`src/swfc_pkg.sv`:
```
// swfc_pkg: widths, constants, codes and types shared by the frame checker
// depends on: nothing
`timescale 1ns / 1ps

package swfc_pkg;

   localparam int ByteW   = 8;
   localparam int WordW   = 16;
   localparam int PosW    = 4;
   localparam int BadW    = 2;
   localparam int TempW   = 15;
   localparam int HumW    = 14;

   // byte position codes
   localparam logic [PosW-1:0] PosIdle     = 4'd15;
   localparam logic [PosW-1:0] PosFirst    = 4'd0;
   localparam logic [PosW-1:0] PosLastStat = 4'd2;
   localparam logic [PosW-1:0] PosLastMeas = 4'd8;

   // frame kind codes
   localparam logic KindStatus = 1'b0;
   localparam logic KindMeas   = 1'b1;

   // crc-8, poly 0x31, msb first
   localparam logic [ByteW-1:0] CrcPoly = 8'h31;
   localparam logic [ByteW-1:0] CrcInit = 8'hFF;

   localparam logic [WordW-1:0] StatusMask = 16'h07FF;

   // temp = -4500 + floor(17500 * raw / 65536), hum = floor(10000 * raw / 65536)
   localparam logic [14:0] TempScale  = 15'd17500;
   localparam logic [15:0] TempOffset = 16'd4500;
   localparam logic [13:0] HumScale   = 14'd10000;

   localparam logic [BadW-1:0] WordFirst = 2'd0;

   // place of a byte inside its word
   typedef enum logic [2:0] {
      PH_HIGH = 3'b001,
      PH_LOW  = 3'b010,
      PH_CRC  = 3'b100
   } phase_type;

endpackage

```
`src/swfc_scale.sv`:
```
// swfc_scale: converts a raw word to temperature and humidity in hundredths
// depends on: swfc_pkg
`timescale 1ns / 1ps

module swfc_scale import swfc_pkg::*; (
   input  logic [WordW-1:0]        raw_word,
   output logic signed [TempW-1:0] temp_centi,
   output logic [HumW-1:0]         humidity_centi
);

   logic [30:0] temp_prod;
   logic [29:0] hum_prod;
   logic [15:0] temp_wide;

   assign temp_prod      = 31'(raw_word) * 31'(TempScale);
   assign hum_prod       = 30'(raw_word) * 30'(HumScale);
   assign temp_wide      = {1'b0, temp_prod[30:16]} - TempOffset;
   assign temp_centi     = signed'(temp_wide[TempW-1:0]);
   assign humidity_centi = hum_prod[29:16];

endmodule

```
`config.mk`:
```
export PLATFORM = sky130hd
export DESIGN_NAME = swfc_scale
export DESIGN_NICKNAME = d
export VERILOG_FILES = /design/src/swfc_pkg.sv /design/src/swfc_scale.sv
export SDC_FILE = /design/constraint.sdc
export NUM_CORES = 1
export LEC_CHECK = 0
export ABC_AREA = 1
export BUFFER_PORTS_ARGS = -buffer_cell sky130_fd_sc_hd__buf_2
export CAP_MARGIN = 20
export CORE_UTILIZATION = 45
export DETAILED_ROUTE_END_ITERATION = 7
export PLACE_DENSITY_LB_ADDON = 0.08
export SLEW_MARGIN = 20
export SYNTH_ARGS = -nofsm -noshare
export SYNTH_HDL_FRONTEND = slang
export SYNTH_SLANG_ARGS = --single-unit
```
`constraint.sdc`:
```
create_clock -name vclk -period 8.2
set_clock_uncertainty 0.15 [all_clocks]
set_input_delay 1.23 -clock vclk [all_inputs]
set_output_delay 1.23 -clock vclk [all_outputs]
set_load 0.005 [all_outputs]
```
==> flow_summary.json, run 1 <==
{
  "status": "finished, final reports clean",
  "critical_path.max_fanout": 8,
  "p_switching_mw": 1.34,
  "start_util_pct": 46.3,
  "cts-resized-gates": 0,
  "vias": 5234,
  "mostFrequentLayoutCells": "inv_1, nand2_1, ha_1",
  "p_sw_share_pct": 59.3,
  "hold_start": "raw_word[15]",
  "slew_viol_final": 0,
  "syn_avg_cell_area_um2": 7.24,
  "worstMarginPinSlew_ns": 0.454,
  "wl_um": 13400,
  "fin_crit_ns": 7.14,
  "min_period_over_period_pct": 87.1,
  "drive_gt1_share_pct": 7.80,
  "synth-simple-area-share_pct": 19.1,
  "overflow": 0,
  "drc": 0,
  "routed_via_density": 4.69,
  "rsz0062_at_grt": "no",
  "syn_nets": 1149,
  "multi_input_area_um2": 5450,
  "place.port_buffers": 45,
  "antenna_left": 0,
  "vdd.ir_drop.worst_mv": 0.290,
  "setup_viol": 0,
  "design.core.area_um2": 13900,
  "seq_cell_count": 0,
  "slowest_stage": "fa_1",
  "wl_per_cell_um": 12.0,
  "slowest_delay_ns": 0.52,
  "postCtsSetupBuffers": 0,
  "grt_pass1_wl_um": 23700,
  "nNetsFinal": 1196,
  "end_kind": "output port",
  "grt_pass1_vias": 5165,
  "power_frac_comb_pct": 100.0,
  "synthAdderAreaFrac_pct": 55.7,
  "num-fill-cells": 1463,
  "finalSetupTns_ns": 0,
  "yosysUniqueCellTypes": 29,
  "die_area_um2": 14800,
  "synth_top_family_by_area": "adder cells",
  "hold_depth": 4,
  "die_x_um": 122,
  "leakage_nw": 4.30,
  "worstPathArrival_ns": 5.76,
  "die_h_um": 122,
  "antenna_found_initial": 0,
  "dr.first_iter.drc_count": 150,
  "worstHoldEndpoint": "humidity_centi[13]",
  "p_int_mw": 0.922,
  "std_cell_rows": 43,
  "netlist_area_um2": 6450,
  "clkPwrFrac_pct": 0,
  "netlist_instances": 891,
  "hold_viol_final": 0,
  "layout_commonest_cell": "inv_1",
  "max_freq_mhz": 140,
  "grt_max_degree": 10,
  "dr.pass1.iters": 4,
  "grt_use_total_pct": 19.7,
  "dpl.hpwl_um": 12400,
  "num_antenna_cells": 0,
  "yosys_warnings": 0,
  "io_pins": 45,
  "slew_headroom_pct": 69.4,
  "pre_cts_ws_ns": 1.06,
  "synthMuxAreaShare_pct": 0,
  "path_class": "in -> out",
  "hp-class": "in -> out",
  "finalPower_mw": 2.27,
  "start_kind": "input pin",
  "ys_seq_area_share_pct": 0,
  "fin_ws_ns": 1.06,
  "synth-compound-area-share_pct": 6.52,
  "synthToLayoutAreaGrowth_pct": 6.99,
  "regArea_um2": 0,
  "worstPathRequired_ns": 6.82,
  "postCtsHoldBufs": 0,
  "power_density_nw_per_um2": 328,
  "pwr-share-seq_pct": 0,
  "nClkBuffers": 0,
  "routabilityCongestion": 0.840,
  "synth_xor_area_share_pct": 3.26,
  "drv_cap": 0
}
[worst max-delay path: cells and delay by family]
kind | cells | cell delay (ns)
buffers and inverters | 10 | 0.76
adders and majority gates | 7 | 2.65
xor gates and xnor gates | 1 | 0.14
AOI/OAI and AO/OA | 1 | 0.17
and+or+nand+nor | 10 | 0.80
[metrics by stage]
stage | std cells | utilization [%] | hold slack, ns | area (um^2)
2_1_floorplan | 891 | - | 2.52 | 6450
3_3_place_gp | 1116 | 49.5 | 2.94 | 6900
3_5_place_dp | 1116 | 49.5 | 2.94 | 6900
4_1_cts | 1116 | 49.5 | 2.94 | 6900
5_1_grt | 1116 | 49.5 | 2.95 | 6900
6_report | 1116 | 49.5 | 2.93 | 6900
[power groups by stage]
stage               logic, mW  registers [mW]  clock network, mW
finish                   2.27               0                  0
floorplan                1.66               0                  0
detailed placement       2.28               0                  0
CTS                      2.30               0                  0
global route             2.64               0                  0
global placement         2.29               0                  0
[cells in the mapped netlist]
cell type | number | area (um^2)
nor2_4 | 2 | 22.5
nand2_2 | 13 | 81.3
o211ai_1 | 1 | 7.51
ha_1 | 167 | 2090
o31ai_1 | 1 | 7.51
nor4_1 | 1 | 6.26
o21ai_1 | 2 | 10.0
inv_2 | 4 | 15.0
nand4_1 | 11 | 68.8
nand3_1 | 26 | 130
nand3b_1 | 5 | 37.5
nor2_2 | 4 | 25.0
a21boi_0 | 1 | 7.51
o21ai_0 | 17 | 85.1
a21oi_1 | 43 | 215
a31oi_1 | 3 | 18.8
xnor2_1 | 6 | 52.6
o21bai_1 | 3 | 22.5
nand3_2 | 2 | 20.0
nor3_2 | 1 | 10.0
a31o_2 | 1 | 8.76
fa_1 | 75 | 1500
nor3_1 | 5 | 25.0
a21o_1 | 5 | 37.5
and2_4 | 1 | 8.76
nor2_1 | 33 | 124
inv_1 | 261 | 980
nand2_1 | 179 | 672
xor2_1 | 18 | 158
[kinds of logic (layout without fill, tap and decap cells)]
| logic type | Yosys count | after routing |
|---|---|---|
| and+or+nand+nor | 283 | 283 |
| buffers and inverters | 265 | 310 |
| adders and majority gates | 242 | 242 |
| AOI/OAI and AO/OA | 77 | 77 |
| xor gates and xnor gates | 24 | 24 |
[per-layer routing]
layer | GRT usage, % | share of wire [%] | up-vias
li1 | - | - | 2826
met1 | 26.3 | 48 | 2355
met2 | 37.0 | 50 | 49
met3 | 0.140 | 1.7 | 4
met4 | 1.00 | 0.43 | 0
met5 | 0 | 0 | -
[layout make-up]
| cell class | instances | share of cell area, % |
|---|---|---|
| tap | 180 | 3.27 |
| multi-input combinational | 626 | 79.0 |
| inverter | 265 | 14.4 |
| timing repair buffer | 45 | 3.27 |
[how the worst max path moves through the flow]
stage | startpoint | to | slack [ns] | depth (start not counted)
floorplan | raw_word[12] | temp_centi[10] | 1.62 | 27
global placement | raw_word[8] | humidity_centi[12] | 1.06 | 22
detailed placement | raw_word[12] | temp_centi[12] | 1.06 | 29
CTS | raw_word[12] | temp_centi[12] | 1.05 | 29
global route | raw_word[14] | temp_centi[12] | 0.63 | 31
finish | raw_word[13] | temp_centi[12] | 1.06 | 29
(Power assumes the default switching activity.)
==> run 2: changes to the inputs <==
BUFFER_PORTS_ARGS = default   (was -buffer_cell sky130_fd_sc_hd__buf_2)
DONT_BUFFER_PORTS = 1   (was default)
==> run 2 against run 1 <==
  * Routed wire length up 4.6%
  * Fmax up 4.2%
  * Critical path depth down 2
  * Sequential share of layout area did not move
  * First-iteration DRC count up 0.67%
  * Setup slack gained 0.29 ns
  * Count of clock-buffer cells in the layout did not move
  * Hold slack lost 0.37 ns
  * Global-route usage rose by 0.90 points
  * Utilization fell by 1.6 points
  * Highest routed layer unchanged
==> flow_summary.json, run 2 (synthesis results as in run 1) <==
{
  "status": "finished, final reports clean",
  "leakage_nw": 4.12,
  "critPathTopFamily": "adder cells",
  "die_h_um": 122,
  "num_antenna_cells": 0,
  "start_kind": "input pin",
  "final_area_um2": 6670,
  "regArea_um2": 0,
  "dr.pass1.iters": 5,
  "grt_use_total_pct": 20.6,
  "seq_cell_count": 0,
  "worstPathArrival_ns": 5.48,
  "vias": 5236,
  "min_period_over_period_pct": 83.6,
  "place.port_buffers": 0,
  "cts-resized-gates": 0,
  "max_freq_mhz": 146,
  "postCtsHoldBufs": 0,
  "worstMarginPinSlew_ns": 0.526,
  "wl_per_cell_um": 13.1,
  "io_pins": 45,
  "fin_crit_ns": 6.86,
  "nClkBuffers": 0,
  "drc": 0,
  "slowest_stage": "fa_1",
  "start_util_pct": 46.3,
  "routed_via_density": 4.89,
  "hp-class": "in -> out",
  "power_density_nw_per_um2": 310,
  "postCtsSetupBuffers": 0,
  "drv_cap": 0,
  "grt_max_degree": 10,
  "routabilityCongestion": 0.861,
  "die_x_um": 122,
  "std_cell_rows": 43,
  "cp-endpoint": "temp_centi[10]",
  "num-fill-cells": 1448,
  "die_area_um2": 14800,
  "dpl_cell_area_um2": 6670,
  "vdd.ir_drop.worst_mv": 0.252,
  "design.core.area_um2": 13900,
  "antenna_found_initial": 0,
  "finalSetupTns_ns": 0,
  "drive_gt1_share_pct": 3.14,
  "slew_viol_final": 0,
  "crit_buf_inv": 8,
  "dr.first_iter.drc_count": 151,
  "slew_headroom_pct": 64.5,
  "crit_cells": 27,
  "critical_path.max_fanout": 8,
  "path_class": "in -> out",
  "synthToLayoutAreaGrowth_pct": 3.49,
  "worstSetupStartpoint": "raw_word[12]",
  "worstPathRequired_ns": 6.82,
  "slowest_delay_ns": 0.52,
  "wl_um": 14000,
  "layout_commonest_cell": "inv_1",
  "overflow": 0,
  "end_kind": "output port",
  "dpl.hpwl_um": 13000,
  "antenna_left": 0,
  "rsz0062_at_grt": "no",
  "hold_viol_final": 0,
  "nNetsFinal": 1151,
  "mostFrequentLayoutCells": "inv_1, nand2_1, ha_1",
  "setup_viol": 0,
  "grt_pass1_wl_um": 24700,
  "grt_pass1_vias": 5432
}
run 2: cell types whose count changed in the layout (fill, tap and decap cells not counted):
| cell | change |
|---|---|
| buf_2 | -45 |
run 2: area by class of cell:
type / count / area [um^2] / area share (%)
inverters: 265 / 995 / 14.9
multi-input cells: 626 / 5450 / 81.7
well taps: 180 / 225 / 3.38
run 2: worst min-delay path by stage:
stage,startpoint,end,slack (ns),cells past startpoint
2_1_floorplan,raw_word[15],humidity_centi[13],2.52,2
6_report,raw_word[15],humidity_centi[13],2.56,2
5_1_grt,raw_word[15],humidity_centi[13],2.58,2
4_1_cts,raw_word[15],humidity_centi[13],2.57,2
3_5_place_dp,raw_word[15],humidity_centi[13],2.56,2
3_3_place_gp,raw_word[15],humidity_centi[13],2.57,2
run 2: routing by layer:
| metal | routed length (um) | global-route usage (%) | share of wire [%] |
|---|---|---|---|
| met4 | 175 | 2.24 | 1.2 |
| met2 | 7140 | 39.8 | 51 |
| met1 | 6590 | 26.0 | 47 |
| met5 | 0 | 0 | 0 |
| met3 | 143 | 0.234 | 1.0 |
run 2: power by group:
part	switching (mW)	internal [mW]	total, mW
sequential	0	0	0
clock	0	0	0
combinational	1.32	0.750	2.07
run 2: through the flow:
| stage | setup WS (ns) | power [mW] | cells | hold WS [ns] | util (%) |
|---|---|---|---|---|---|
| 3_5_place_dp | 1.31 | 2.07 | 1071 | 2.56 | 47.9 |
| 6_report | 1.34 | 2.07 | 1071 | 2.56 | 47.9 |
| 5_1_grt | 0.887 | 2.42 | 1071 | 2.58 | 47.9 |
| 3_3_place_gp | 1.36 | 2.05 | 1071 | 2.57 | 47.9 |
| 4_1_cts | 1.30 | 2.09 | 1071 | 2.57 | 47.9 |
| 2_1_floorplan | 1.62 | 1.66 | 891 | 2.52 | - |
